$ cat config.mk
export PLATFORM = sky130hd
export DESIGN_NAME = image_brightness_colorfulness_classifier
export DESIGN_NICKNAME = d
export VERILOG_FILES = /design/src/design/ibcc_pkg.sv /design/src/design/ibcc_ctrl.sv /design/src/design/ibcc_dp.sv /design/src/design/image_brightness_colorfulness_classifier.sv
export SDC_FILE = /design/constraint.sdc
export NUM_CORES = 2
export LEC_CHECK = 0
export ABC_AREA = 1
export BUFFER_PORTS_ARGS = -buffer_cell sky130_fd_sc_hd__buf_2
export CORE_MARGIN = 2
export CORE_UTILIZATION = 40
export CTS_CLUSTER_SIZE = 40
export DETAILED_ROUTE_END_ITERATION = 7
export GPL_ROUTABILITY_DRIVEN = 0
export GPL_TIMING_DRIVEN = 0
export PLACE_DENSITY_LB_ADDON = 0.3
export SYNTH_ARGS = -nofsm -noshare
export SYNTH_HDL_FRONTEND = slang
export SYNTH_SLANG_ARGS = --single-unit
export TNS_END_PERCENT = 10
$ cat constraint.sdc
create_clock -name clk -period 13.8 [get_ports clk]
set_clock_uncertainty 0.05 [all_clocks]
set_input_delay 1.38 -clock clk [delete_from_list [all_inputs] [get_ports clk]]
set_output_delay 1.38 -clock clk [all_outputs]
set_load 0.02 [all_outputs]
$ cat src/design/ibcc_pkg.sv
// Shared constants, types and command/status structs for the brightness/colorfulness classifier.
package ibcc_pkg;

	localparam int MAX_PIXELS_LOG2 = 22;
	localparam int FRAC_BITS       = 4;

	localparam int CNT_W   = MAX_PIXELS_LOG2 + 1;
	localparam int GSUM_W  = 31;
	localparam int RGSUM_W = 31;
	localparam int RGSQ_W  = 39;
	localparam int YBSUM_W = 32;
	localparam int YBSQ_W  = 41;

	localparam int PROD_W  = 64;
	localparam int MULB_W  = 32;
	localparam int MULC_W  = 5;
	localparam int RAD_W   = 80;
	localparam int ROOT_W  = RAD_W / 2;
	localparam int SQC_W   = 6;
	localparam int DVD_W   = 49;
	localparam int DVS_W   = 36;
	localparam int DVC_W   = 6;

	localparam int BM_W    = 12;
	localparam int CV_W    = 13;
	localparam int CLS_W   = 2;
	localparam int BTHR_W  = 8;
	localparam int CTHR_W  = 9;
	localparam int CFGD_W  = 9;

	localparam logic [BTHR_W-1:0] BTHR_RESET = 8'd60;
	localparam logic [CTHR_W-1:0] CTHR_RESET = 9'd30;

	localparam logic CFG_BTHR = 1'b0;
	localparam logic CFG_CTHR = 1'b1;

	localparam logic [CLS_W-1:0] CLS_OTHER    = 2'd0;
	localparam logic [CLS_W-1:0] CLS_BRIGHT   = 2'd1;
	localparam logic [CLS_W-1:0] CLS_COLORFUL = 2'd2;

	localparam logic [1:0] MUL_N_RGSQ  = 2'd0;
	localparam logic [1:0] MUL_RG_RG   = 2'd1;
	localparam logic [1:0] MUL_N_YBSQ  = 2'd2;
	localparam logic [1:0] MUL_YB_YB   = 2'd3;

	typedef struct packed {
		logic       acc_en;
		logic       clear;
		logic       mul_start;
		logic [1:0] mul_sel;
		logic       sqrt_start;
		logic       sqrt_sel;
		logic       div_start;
		logic       div_sel;
		logic       out_load;
	} ibcc_cmd_t;

	typedef struct packed {
		logic mul_done;
		logic sqrt_done;
		logic div_done;
		logic out_free;
	} ibcc_stat_t;

endpackage

$ cat src/design/ibcc_ctrl.sv
// Controller state machine: pixel accumulation and the end-of-frame arithmetic sequence.
module ibcc_ctrl (
	input  logic                clk,
	input  logic                arst_n,
	input  logic                in_valid,
	output logic                in_ready,
	input  logic                last_pixel,
	input  ibcc_pkg::ibcc_stat_t stat,
	output ibcc_pkg::ibcc_cmd_t  cmd
);
	import ibcc_pkg::*;

	localparam logic [2:0] ST_ACC     = 3'd0;
	localparam logic [2:0] ST_MUL_GO  = 3'd1;
	localparam logic [2:0] ST_MUL_WT  = 3'd2;
	localparam logic [2:0] ST_SQ_GO   = 3'd3;
	localparam logic [2:0] ST_SQ_WT   = 3'd4;
	localparam logic [2:0] ST_DV_GO   = 3'd5;
	localparam logic [2:0] ST_DV_WT   = 3'd6;
	localparam logic [2:0] ST_LOAD    = 3'd7;

	logic [2:0] state_q, state_d;
	logic [1:0] sel_q, sel_d;

	assign in_ready = (state_q == ST_ACC);

	always_comb begin
		state_d = state_q;
		sel_d   = sel_q;
		cmd     = '0;
		cmd.mul_sel  = sel_q;
		cmd.sqrt_sel = sel_q[0];
		cmd.div_sel  = sel_q[0];
		case (state_q)
			ST_ACC: begin
				if (in_valid) begin
					cmd.acc_en = 1'b1;
					if (last_pixel) begin
						state_d = ST_MUL_GO;
						sel_d   = 2'd0;
					end
				end
			end
			ST_MUL_GO: begin
				cmd.mul_start = 1'b1;
				state_d = ST_MUL_WT;
			end
			ST_MUL_WT: begin
				if (stat.mul_done) begin
					if (sel_q == MUL_YB_YB) begin
						sel_d   = 2'd0;
						state_d = ST_SQ_GO;
					end else begin
						sel_d   = sel_q + 2'd1;
						state_d = ST_MUL_GO;
					end
				end
			end
			ST_SQ_GO: begin
				cmd.sqrt_start = 1'b1;
				state_d = ST_SQ_WT;
			end
			ST_SQ_WT: begin
				if (stat.sqrt_done) begin
					if (sel_q[0]) begin
						sel_d   = 2'd0;
						state_d = ST_DV_GO;
					end else begin
						sel_d   = 2'd1;
						state_d = ST_SQ_GO;
					end
				end
			end
			ST_DV_GO: begin
				cmd.div_start = 1'b1;
				state_d = ST_DV_WT;
			end
			ST_DV_WT: begin
				if (stat.div_done) begin
					if (sel_q[0]) begin
						sel_d   = 2'd0;
						state_d = ST_LOAD;
					end else begin
						sel_d   = 2'd1;
						state_d = ST_DV_GO;
					end
				end
			end
			ST_LOAD: begin
				if (stat.out_free) begin
					cmd.out_load = 1'b1;
					cmd.clear    = 1'b1;
					state_d      = ST_ACC;
				end
			end
			default: begin
				state_d = ST_ACC;
			end
		endcase
	end

	always_ff @(posedge clk or negedge arst_n) begin
		if (!arst_n) begin
			state_q <= ST_ACC;
			sel_q   <= 2'd0;
		end else begin
			state_q <= state_d;
			sel_q   <= sel_d;
		end
	end

endmodule

$ cat src/design/ibcc_dp.sv
// Datapath: accumulators, serial multiplier, square root and divider, and the result register.
module ibcc_dp (
	input  logic                              clk,
	input  logic                              arst_n,
	input  logic [7:0]                        red,
	input  logic [7:0]                        green,
	input  logic [7:0]                        blue,
	input  logic                              cfg_we,
	input  logic                              cfg_index,
	input  logic [ibcc_pkg::CFGD_W-1:0]       cfg_data,
	input  ibcc_pkg::ibcc_cmd_t               cmd,
	output ibcc_pkg::ibcc_stat_t              stat,
	output logic                              out_valid,
	input  logic                              out_ready,
	output logic [ibcc_pkg::BM_W-1:0]         brightness_mean,
	output logic [ibcc_pkg::CV_W-1:0]         colorfulness_value,
	output logic [ibcc_pkg::CLS_W-1:0]        frame_class
);
	import ibcc_pkg::*;

	// Threshold registers.
	logic [BTHR_W-1:0] bthr_q;
	logic [CTHR_W-1:0] cthr_q;

	always_ff @(posedge clk or negedge arst_n) begin
		if (!arst_n) begin
			bthr_q <= BTHR_RESET;
			cthr_q <= CTHR_RESET;
		end else if (cfg_we) begin
			if (cfg_index == CFG_BTHR) begin
				bthr_q <= cfg_data[BTHR_W-1:0];
			end else begin
				cthr_q <= cfg_data[CTHR_W-1:0];
			end
		end
	end

	// Per-pixel terms.
	logic [21:0] gray_full;
	logic [7:0]  gray;
	logic [7:0]  rg;
	logic [8:0]  sy, b2, yb;
	logic [15:0] rg_sq;
	logic [17:0] yb_sq;

	always_comb begin
		gray_full = 22'(red) * 22'd4899 + 22'(green) * 22'd9617 + 22'(blue) * 22'd1868
			+ 22'd8192;
		gray  = gray_full[21:14];
		rg    = (red > green) ? red - green : green - red;
		sy    = {1'b0, red} + {1'b0, green};
		b2    = {blue, 1'b0};
		yb    = (sy > b2) ? sy - b2 : b2 - sy;
		rg_sq = rg * rg;
		yb_sq = yb * yb;
	end

	logic [CNT_W-1:0]   cnt_q;
	logic [GSUM_W-1:0]  gsum_q;
	logic [RGSUM_W-1:0] rgsum_q;
	logic [RGSQ_W-1:0]  rgsq_q;
	logic [YBSUM_W-1:0] ybsum_q;
	logic [YBSQ_W-1:0]  ybsq_q;

	always_ff @(posedge clk or negedge arst_n) begin
		if (!arst_n) begin
			cnt_q   <= '0;
			gsum_q  <= '0;
			rgsum_q <= '0;
			rgsq_q  <= '0;
			ybsum_q <= '0;
			ybsq_q  <= '0;
		end else if (cmd.clear) begin
			cnt_q   <= '0;
			gsum_q  <= '0;
			rgsum_q <= '0;
			rgsq_q  <= '0;
			ybsum_q <= '0;
			ybsq_q  <= '0;
		end else if (cmd.acc_en && !cnt_q[CNT_W-1]) begin
			// Once the count reaches its ceiling, further pixels are dropped.
			cnt_q   <= cnt_q + 1'b1;
			gsum_q  <= gsum_q + GSUM_W'(gray);
			rgsum_q <= rgsum_q + RGSUM_W'(rg);
			rgsq_q  <= rgsq_q + RGSQ_W'(rg_sq);
			ybsum_q <= ybsum_q + YBSUM_W'(yb);
			ybsq_q  <= ybsq_q + YBSQ_W'(yb_sq);
		end
	end

	// Shift-and-add multiplier, one multiplier bit per cycle.
	logic [PROD_W-1:0] mul_a_q, mul_p_q, mul_p_nxt;
	logic [MULB_W-1:0] mul_b_q;
	logic [MULC_W-1:0] mul_c_q;
	logic              mul_busy_q;
	logic [PROD_W-1:0] p_q [4];
	logic [PROD_W-1:0] mul_a_init;
	logic [MULB_W-1:0] mul_b_init;

	always_comb begin
		case (cmd.mul_sel)
			MUL_N_RGSQ: begin
				mul_a_init = PROD_W'(rgsq_q);
				mul_b_init = MULB_W'(cnt_q);
			end
			MUL_RG_RG: begin
				mul_a_init = PROD_W'(rgsum_q);
				mul_b_init = MULB_W'(rgsum_q);
			end
			MUL_N_YBSQ: begin
				mul_a_init = PROD_W'(ybsq_q);
				mul_b_init = MULB_W'(cnt_q);
			end
			default: begin
				mul_a_init = PROD_W'(ybsum_q);
				mul_b_init = ybsum_q;
			end
		endcase
		mul_p_nxt = mul_p_q + (mul_b_q[0] ? mul_a_q : '0);
	end

	assign stat.mul_done = mul_busy_q && (mul_c_q == MULC_W'(MULB_W - 1));

	always_ff @(posedge clk or negedge arst_n) begin
		if (!arst_n) begin
			mul_busy_q <= 1'b0;
			mul_c_q    <= '0;
		end else if (cmd.mul_start) begin
			mul_busy_q <= 1'b1;
			mul_c_q    <= '0;
		end else if (mul_busy_q) begin
			mul_c_q <= mul_c_q + 1'b1;
			if (stat.mul_done) begin
				mul_busy_q <= 1'b0;
			end
		end
	end

	always_ff @(posedge clk) begin
		if (cmd.mul_start) begin
			mul_a_q <= mul_a_init;
			mul_b_q <= mul_b_init;
			mul_p_q <= '0;
		end else if (mul_busy_q) begin
			mul_a_q <= {mul_a_q[PROD_W-2:0], 1'b0};
			mul_b_q <= {1'b0, mul_b_q[MULB_W-1:1]};
			mul_p_q <= mul_p_nxt;
			if (stat.mul_done) begin
				p_q[cmd.mul_sel] <= mul_p_nxt;
			end
		end
	end

	// Radicands: scaled variance sum and scaled squared-mean sum.
	logic [PROD_W-1:0] d1, d2, x1, x2;
	logic [RAD_W-1:0]  rad_init;

	always_comb begin
		d1 = (p_q[MUL_N_RGSQ] >= p_q[MUL_RG_RG]) ? p_q[MUL_N_RGSQ] - p_q[MUL_RG_RG] : '0;
		d2 = (p_q[MUL_N_YBSQ] >= p_q[MUL_YB_YB]) ? p_q[MUL_N_YBSQ] - p_q[MUL_YB_YB] : '0;
		x1 = {d1[PROD_W-3:0], 2'b00} + d2;
		x2 = {p_q[MUL_RG_RG][PROD_W-3:0], 2'b00} + p_q[MUL_YB_YB];
		rad_init = {(cmd.sqrt_sel ? x2 : x1), 16'h0000};
	end

	// Digit-by-digit square root, two radicand bits per cycle.
	logic [RAD_W-1:0]  sq_x_q;
	logic [ROOT_W+1:0] sq_r_q, sq_rsh, sq_trial, sq_r_nxt;
	logic [ROOT_W-1:0] sq_root_q, sq_root_nxt, s1_q, s2_q;
	logic [SQC_W-1:0]  sq_c_q;
	logic              sq_busy_q;

	always_comb begin
		sq_rsh   = {sq_r_q[ROOT_W-1:0], sq_x_q[RAD_W-1:RAD_W-2]};
		sq_trial = {sq_root_q, 2'b01};
		if (sq_rsh >= sq_trial) begin
			sq_r_nxt    = sq_rsh - sq_trial;
			sq_root_nxt = {sq_root_q[ROOT_W-2:0], 1'b1};
		end else begin
			sq_r_nxt    = sq_rsh;
			sq_root_nxt = {sq_root_q[ROOT_W-2:0], 1'b0};
		end
	end

	assign stat.sqrt_done = sq_busy_q && (sq_c_q == SQC_W'(ROOT_W - 1));

	always_ff @(posedge clk or negedge arst_n) begin
		if (!arst_n) begin
			sq_busy_q <= 1'b0;
			sq_c_q    <= '0;
		end else if (cmd.sqrt_start) begin
			sq_busy_q <= 1'b1;
			sq_c_q    <= '0;
		end else if (sq_busy_q) begin
			sq_c_q <= sq_c_q + 1'b1;
			if (stat.sqrt_done) begin
				sq_busy_q <= 1'b0;
			end
		end
	end

	always_ff @(posedge clk) begin
		if (cmd.sqrt_start) begin
			sq_x_q    <= rad_init;
			sq_r_q    <= '0;
			sq_root_q <= '0;
		end else if (sq_busy_q) begin
			sq_x_q    <= {sq_x_q[RAD_W-3:0], 2'b00};
			sq_r_q    <= sq_r_nxt;
			sq_root_q <= sq_root_nxt;
			if (stat.sqrt_done) begin
				if (cmd.sqrt_sel) begin
					s2_q <= sq_root_nxt;
				end else begin
					s1_q <= sq_root_nxt;
				end
			end
		end
	end

	// Divider operands. Both quotients round half up by adding half the divisor.
	logic [DVS_W-1:0] dv_den;
	logic [DVD_W-1:0] dv_num, dv_dvd_init;
	logic [DVS_W-1:0] dv_dvs_init;

	always_comb begin
		dv_den = (DVS_W'(cnt_q) << 12) + (DVS_W'(cnt_q) << 10);
		dv_num = ((DVD_W'(s1_q) << 3) + (DVD_W'(s1_q) << 1) + (DVD_W'(s2_q) << 1)
			+ DVD_W'(s2_q)) << FRAC_BITS;
		if (cmd.div_sel) begin
			dv_dvd_init = dv_num + DVD_W'(dv_den >> 1);
			dv_dvs_init = dv_den;
		end else begin
			dv_dvd_init = (DVD_W'(gsum_q) << FRAC_BITS) + DVD_W'(cnt_q >> 1);
			dv_dvs_init = DVS_W'(cnt_q);
		end
	end

	// Restoring divider, one quotient bit per cycle.
	logic [DVD_W-1:0] dv_q_q, dv_q_nxt;
	logic [DVS_W-1:0] dv_s_q;
	logic [DVS_W:0]   dv_r_q, dv_rsh, dv_r_nxt;
	logic [DVC_W-1:0] dv_c_q;
	logic             dv_busy_q;
	logic [BM_W-1:0]  bm_q;
	logic [CV_W-1:0]  cv_q;

	always_comb begin
		dv_rsh = {dv_r_q[DVS_W-1:0], dv_q_q[DVD_W-1]};
		if (dv_rsh >= {1'b0, dv_s_q}) begin
			dv_r_nxt = dv_rsh - {1'b0, dv_s_q};
			dv_q_nxt = {dv_q_q[DVD_W-2:0], 1'b1};
		end else begin
			dv_r_nxt = dv_rsh;
			dv_q_nxt = {dv_q_q[DVD_W-2:0], 1'b0};
		end
	end

	assign stat.div_done = dv_busy_q && (dv_c_q == DVC_W'(DVD_W - 1));

	always_ff @(posedge clk or negedge arst_n) begin
		if (!arst_n) begin
			dv_busy_q <= 1'b0;
			dv_c_q    <= '0;
		end else if (cmd.div_start) begin
			dv_busy_q <= 1'b1;
			dv_c_q    <= '0;
		end else if (dv_busy_q) begin
			dv_c_q <= dv_c_q + 1'b1;
			if (stat.div_done) begin
				dv_busy_q <= 1'b0;
			end
		end
	end

	always_ff @(posedge clk) begin
		if (cmd.div_start) begin
			dv_q_q <= dv_dvd_init;
			dv_s_q <= dv_dvs_init;
			dv_r_q <= '0;
		end else if (dv_busy_q) begin
			dv_q_q <= dv_q_nxt;
			dv_r_q <= dv_r_nxt;
			if (stat.div_done) begin
				if (cmd.div_sel) begin
					cv_q <= (dv_q_nxt > DVD_W'({CV_W{1'b1}})) ? '1 : dv_q_nxt[CV_W-1:0];
				end else begin
					bm_q <= (dv_q_nxt > DVD_W'({BM_W{1'b1}})) ? '1 : dv_q_nxt[BM_W-1:0];
				end
			end
		end
	end

	// Output register; the classifier runs as the word is loaded.
	logic             bright, colorful;
	logic [CLS_W-1:0] cls;
	logic             ovalid_q;

	always_comb begin
		bright   = bm_q > (BM_W'(bthr_q) << FRAC_BITS);
		colorful = cv_q >= (CV_W'(cthr_q) << FRAC_BITS);
		if (bright && !colorful) begin
			cls = CLS_BRIGHT;
		end else if (colorful) begin
			cls = CLS_COLORFUL;
		end else begin
			cls = CLS_OTHER;
		end
	end

	assign stat.out_free = !ovalid_q || out_ready;
	assign out_valid     = ovalid_q;

	always_ff @(posedge clk or negedge arst_n) begin
		if (!arst_n) begin
			ovalid_q <= 1'b0;
		end else if (cmd.out_load) begin
			ovalid_q <= 1'b1;
		end else if (out_ready) begin
			ovalid_q <= 1'b0;
		end
	end

	always_ff @(posedge clk) begin
		if (cmd.out_load) begin
			brightness_mean    <= bm_q;
			colorfulness_value <= cv_q;
			frame_class        <= cls;
		end
	end

endmodule

$ cat src/design/image_brightness_colorfulness_classifier.sv
// Top level of the frame brightness and colorfulness classifier.
//
// Pixels arrive on the in_valid/in_ready channel as red, green, blue and last_pixel, one
// word per cycle while the block is accumulating. A word with last_pixel set closes the
// frame: the block then stops taking pixels and works out the mean, the deviations and the
// colorfulness with one shared serial multiplier (4 products), a digit-serial square root
// (2 roots) and a restoring divider (2 quotients), each operation started and then waited
// on in turn, followed by a load step. The result word goes onto the out channel, and
// in_ready rises again in that same cycle.
// The result word waits in an output register until out_ready; meanwhile the next frame's
// pixels are accepted. If a second frame finishes while that word is still waiting, the
// block holds in_ready low until the output register is free.
// The user must write the thresholds on cfg_we/cfg_index/cfg_data only while the block
// is idle; the block itself does not enforce this.
// Reset clears the accumulators and restores the thresholds to 60 and 30.
module image_brightness_colorfulness_classifier (
	input  logic                          clk,
	input  logic                          arst_n,
	input  logic                          in_valid,
	output logic                          in_ready,
	input  logic [7:0]                    red,
	input  logic [7:0]                    green,
	input  logic [7:0]                    blue,
	input  logic                          last_pixel,
	output logic                          out_valid,
	input  logic                          out_ready,
	output logic [ibcc_pkg::BM_W-1:0]     brightness_mean,
	output logic [ibcc_pkg::CV_W-1:0]     colorfulness_value,
	output logic [ibcc_pkg::CLS_W-1:0]    frame_class,
	input  logic                          cfg_we,
	input  logic                          cfg_index,
	input  logic [ibcc_pkg::CFGD_W-1:0]   cfg_data
);
	import ibcc_pkg::*;

	ibcc_cmd_t  cmd;
	ibcc_stat_t stat;

	ibcc_ctrl u_ctrl (
		.clk        (clk),
		.arst_n     (arst_n),
		.in_valid   (in_valid),
		.in_ready   (in_ready),
		.last_pixel (last_pixel),
		.stat       (stat),
		.cmd        (cmd)
	);

	ibcc_dp u_dp (
		.clk                (clk),
		.arst_n             (arst_n),
		.red                (red),
		.green              (green),
		.blue               (blue),
		.cfg_we             (cfg_we),
		.cfg_index          (cfg_index),
		.cfg_data           (cfg_data),
		.cmd                (cmd),
		.stat               (stat),
		.out_valid          (out_valid),
		.out_ready          (out_ready),
		.brightness_mean    (brightness_mean),
		.colorfulness_value (colorfulness_value),
		.frame_class        (frame_class)
	);

endmodule
==> run_results.csv <==
group,metric,value,unit
cts,ctsResizeCount,0,
global_route,grt_pass1_vias,83811,
drt,routed_wl,328100,um
logic_synthesis,ys_types,76,
pwr,pwr-share-clk,17.4,%
place,dp.final_hpwl,269000,um
cells_and_area,n_fill_cell,24049,
timing,period_minus_slack,10.89,ns
logic_synthesis,synth_seq_cells,1053,
global_route,antenna_found_initial,4,
logic_synthesis,synth_edf_count,633,
timing,finalSetupViolations,0,
cts,clock_path_buffers,3,
logic_synthesis,yosysSeqAreaShare,30.53,%
die,coreArea,232800,um^2
die,rows,177,
cts,cts_root_buf,"clkbuf_16",
cells_and_area,regArea,28630,um^2
timing,tightest_slew,1.566,ns
cells_and_area,fin_cells,16386,
logic_synthesis,synth_nets,14069,
cells_and_area,fin_nets,14276,
logic_synthesis,netlist_top_cells_count,"2923 x nand2_1, 2346 x inv_1, 1221 x nor2_1, 1067 x a21oi_1, 853 x ha_1",
outcome,violations,"capacitance limit, slew limit",
setup_path,worstReg2RegStart,"u_dp.s1_q[0]$_DFFE_PP_",
setup_path,r2r_cells,30,
setup_path,r2r_setup_slack,6.44,ns
cells_and_area,area_growth,9.164,%
pwr,power_density,177.2,nW/um^2
pwr,p_int,0.009280,W
outcome,status,"finished, violations left",
cts,clkTransAtPathRegs,0.07,ns
timing,finalSetupTns,0,ns
logic_synthesis,synth.most_common_cell,"nand2_1",
die,die_h,488.2,um
place,io_buffer_count,68,
setup_path,arrival,11.51,ns
min_path,min_to,"u_dp.colorfulness_value[2]$_DFFE_PP_",
setup_path,critPathBufInv,9,
setup_path,slowest_stage,"fa_1",
setup_path,endpoint_kind,"register",
cells_and_area,drive_gt1_share,4.437,%
setup_path,max_stage_delay,0.56,ns
logic_synthesis,synth_xor_area_share,3.182,%
logic_synthesis,netlist.area_leader.share,20.27,%
setup_path,crit_top_cell,"inv_1",
setup_path,crit_cells,45,
logic_synthesis,synth_top_family_by_area,"simple AND/OR/NAND/NOR gates",
timing,slew_violations,11,
pwr,p_leak,50.54,nW
die,io_pins,69,
place,pre_cts_ws,2.285,ns
logic_synthesis,synth_fa_ha_area_share,16.29,%
timing,hold_violations,0,
min_path,min_path_cells,0,
logic_synthesis,syn_area,93770,um^2
min_path,hold_class,"reg2reg",
logic_synthesis,synth_area_leader_cell,"edfxtp_1",
pwr,combPwrFrac,64.3,%
flow_run,cap_viol_max_count,1,
timing,slew-limit-headroom,-4.393,%
global_route,grt_use_total,26.88,%
drt,drc_errors,0,
timing,fin_crit_sh,78.89,%
cts,worstSkewPairLatency,0.79,ns
cts,cts_sinks,1053,
global_route,grt_overflow_total,0,
setup_path,criticalPathCategory,"in2reg",
timing,setup_ws,2.913,ns
logic_synthesis,synth_cells,12946,
pwr,switching_share,48.85,%
logic_synthesis,ys.flop_type,"edfxtp_1",
logic_synthesis,synthSimpleGateAreaFrac,23.48,%
cts,post_cts_buffers,0,
logic_synthesis,synth-async-reset-ratio,22.79,%
logic_synthesis,synthTopCellsByArea,"edfxtp_1 20%, nand2_1 12%, ha_1 11%",
place,dp.cells,16170,
drt,ant_nets,0,
timing,rsz0062_at_grt,"no",
pwr,p_sw,0.008862,W
drt,vias_per_cell,5.466,
setup_path,r2r-end,"u_dp.dv_q_q[34]$_DFFE_PP_",
global_route,grt_max_degree,95,
cells_and_area,multi_input_area,55400,um^2
min_path,min_from,"u_dp.cv_q[2]$_SDFFCE_PN1P_",
die,start_util,40.29,%
drt,routedWlPerCell,20.03,um
logic_synthesis,synthMuxAreaShare,0.02135,%
drt,dr.pass1.iters,7,
setup_path,cp.required,14.42,ns
drt,drtIter0Drc,9541,
die,die-area,238300,um^2
die,die_width,488.2,um
global_route,grt_first_pass_wirelength,494000,um
pwr,peakVddDrop,0.0008980,V
cts,cts_inserted_buffers,113,
logic_synthesis,synth_compound_area_share,16.04,%
cts,htreeDepth,3,
timing,max_freq,91.85,MHz
setup_path,path_delay_family,"adder cells",
logic_synthesis,ys_warn_count,0,
pwr,seqPwrFrac,18.3,%
drt,vias,89565,
cts,cts_tree,"built",
logic_synthesis,post_synth.cell_area_avg,7.243,um^2
setup_path,worst-path-max-fanout,6,
setup_path,cp-start-kind,"primary input",
cts,postCtsHoldBufs,0,
==> metrics by stage <==
| step | cell area (um^2) | utilization (%) | power (W) | hold slack (ns) |
|---|---|---|---|---|
| 4_1_cts | 102400 | 43.98 | 0.01804 | 0.4036 |
| 3_3_place_gp | 98030 | 42.12 | 0.01459 | 0.3767 |
| 5_1_grt | 102400 | 43.98 | 0.02007 | 0.4075 |
| 3_5_place_dp | 98560 | 42.34 | 0.01482 | 0.3883 |
| 2_1_floorplan | 93770 | - | 0.01214 | 0.3669 |
| 6_report | 102400 | 43.98 | 0.01814 | 0.3993 |
==> worst max path at each step <==
stage / end / slack, ns / from
5_1_grt: u_dp.gsum_q[28]$_DFFE_PN0P_ / 2.38 / blue[2]
4_1_cts: u_dp.gsum_q[28]$_DFFE_PN0P_ / 3.09 / blue[2]
3_3_place_gp: u_dp.gsum_q[28]$_DFFE_PN0P_ / 2.34 / blue[2]
6_report: u_dp.gsum_q[28]$_DFFE_PN0P_ / 2.91 / blue[2]
2_1_floorplan: u_dp.gsum_q[28]$_DFFE_PN0P_ / 4.26 / blue[2]
3_5_place_dp: u_dp.gsum_q[28]$_DFFE_PN0P_ / 2.28 / blue[2]
==> power by group through the flow <==
stage | combinational, W | sequential [W] | clock, W
floorplan | 0.00875 | 0.00338 | 0
global route | 0.0134 | 0.00332 | 0.00331
finish | 0.0117 | 0.00332 | 0.00316
global placement | 0.0112 | 0.00338 | 0
detailed placement | 0.0114 | 0.00338 | 0
CTS | 0.0115 | 0.00332 | 0.00320
==> flip-flops by register name (all words and copies together), names as in the netlist, 13 cells and up <==
signal,count
u_dp.cnt_q,23
u_dp.colorfulness_value,13
u_dp.cv_q,13
u_dp.dv_q_q,49
u_dp.dv_r_q,36
u_dp.dv_s_q,36
u_dp.gsum_q,31
u_dp.mul_a_q,64
u_dp.mul_b_q,32
u_dp.mul_p_q,64
u_dp.p_q,256
u_dp.rgsq_q,39
u_dp.rgsum_q,31
u_dp.s1_q,40
u_dp.s2_q,40
u_dp.sq_r_q,40
u_dp.sq_root_q,40
u_dp.sq_x_q,64
u_dp.ybsq_q,41
u_dp.ybsum_q,32
==> layer usage <==
layer	routed length, um	global-route usage [%]	part of all wire [%]	vias to the layer above
li1	-	-	-	43010
met1	139900	36.69	43	41913
met2	142200	42.07	43	3882
met3	29160	3.950	8.9	760
met4	16900	11.97	5.2	0
met5	0	0	0	-
==> cell families (layout without fill, tap and decap cells) <==
family | after synthesis | in the layout
adders and majority gates | 1083 | 1083
muxes | 2 | 2
DFF | 1053 | 1053
AOI/OAI and AO/OA | 2611 | 2611
and+or+nand+nor | 5275 | 5275
other | 0 | 1
buffers and inverters | 2583 | 2890
xor gates and xnor gates | 339 | 339
==> area by class of cell <==
| cell class | instances | area share (%) |
|---|---|---|
| multi-input cells | 9310 | 54.12 |
| flip-flops and latches | 1053 | 27.97 |
| inverters | 2372 | 8.701 |
| well taps | 3132 | 3.828 |
| clock buffers | 151 | 3.091 |
| plain buffers | 211 | 0.8813 |
| repair buffers | 92 | 0.7860 |
| clock inverters | 64 | 0.6234 |
| diodes | 1 | 0.002445 |
==> placed cells by master (no fill, tap or decap), drive strengths merged, types with 20 or more instances in the layout <==
cell	synthesis	routed
dfrtp	232	232
o21bai	97	97
o211ai	114	114
nand3	541	541
xnor2	118	118
a21boi	32	32
o22ai	29	29
xor2	221	221
nand2	2967	2967
nor2	1261	1261
nor4	67	67
or2	70	70
a22oi	65	65
inv	2369	2377
and2	20	20
nor3	170	170
a31oi	129	129
a21oi	1076	1076
o21ai	787	787
clkinv	3	44
a221oi	30	30
ha	853	853
clkbuf	145	296
a22o	39	39
edfxtp	633	633
nand4	132	132
dfxtp	180	180
fa	230	230
buf	66	158
nand3b	26	26
o21a	48	48
a21o	85	85
Power figures use the tool's default switching activity.
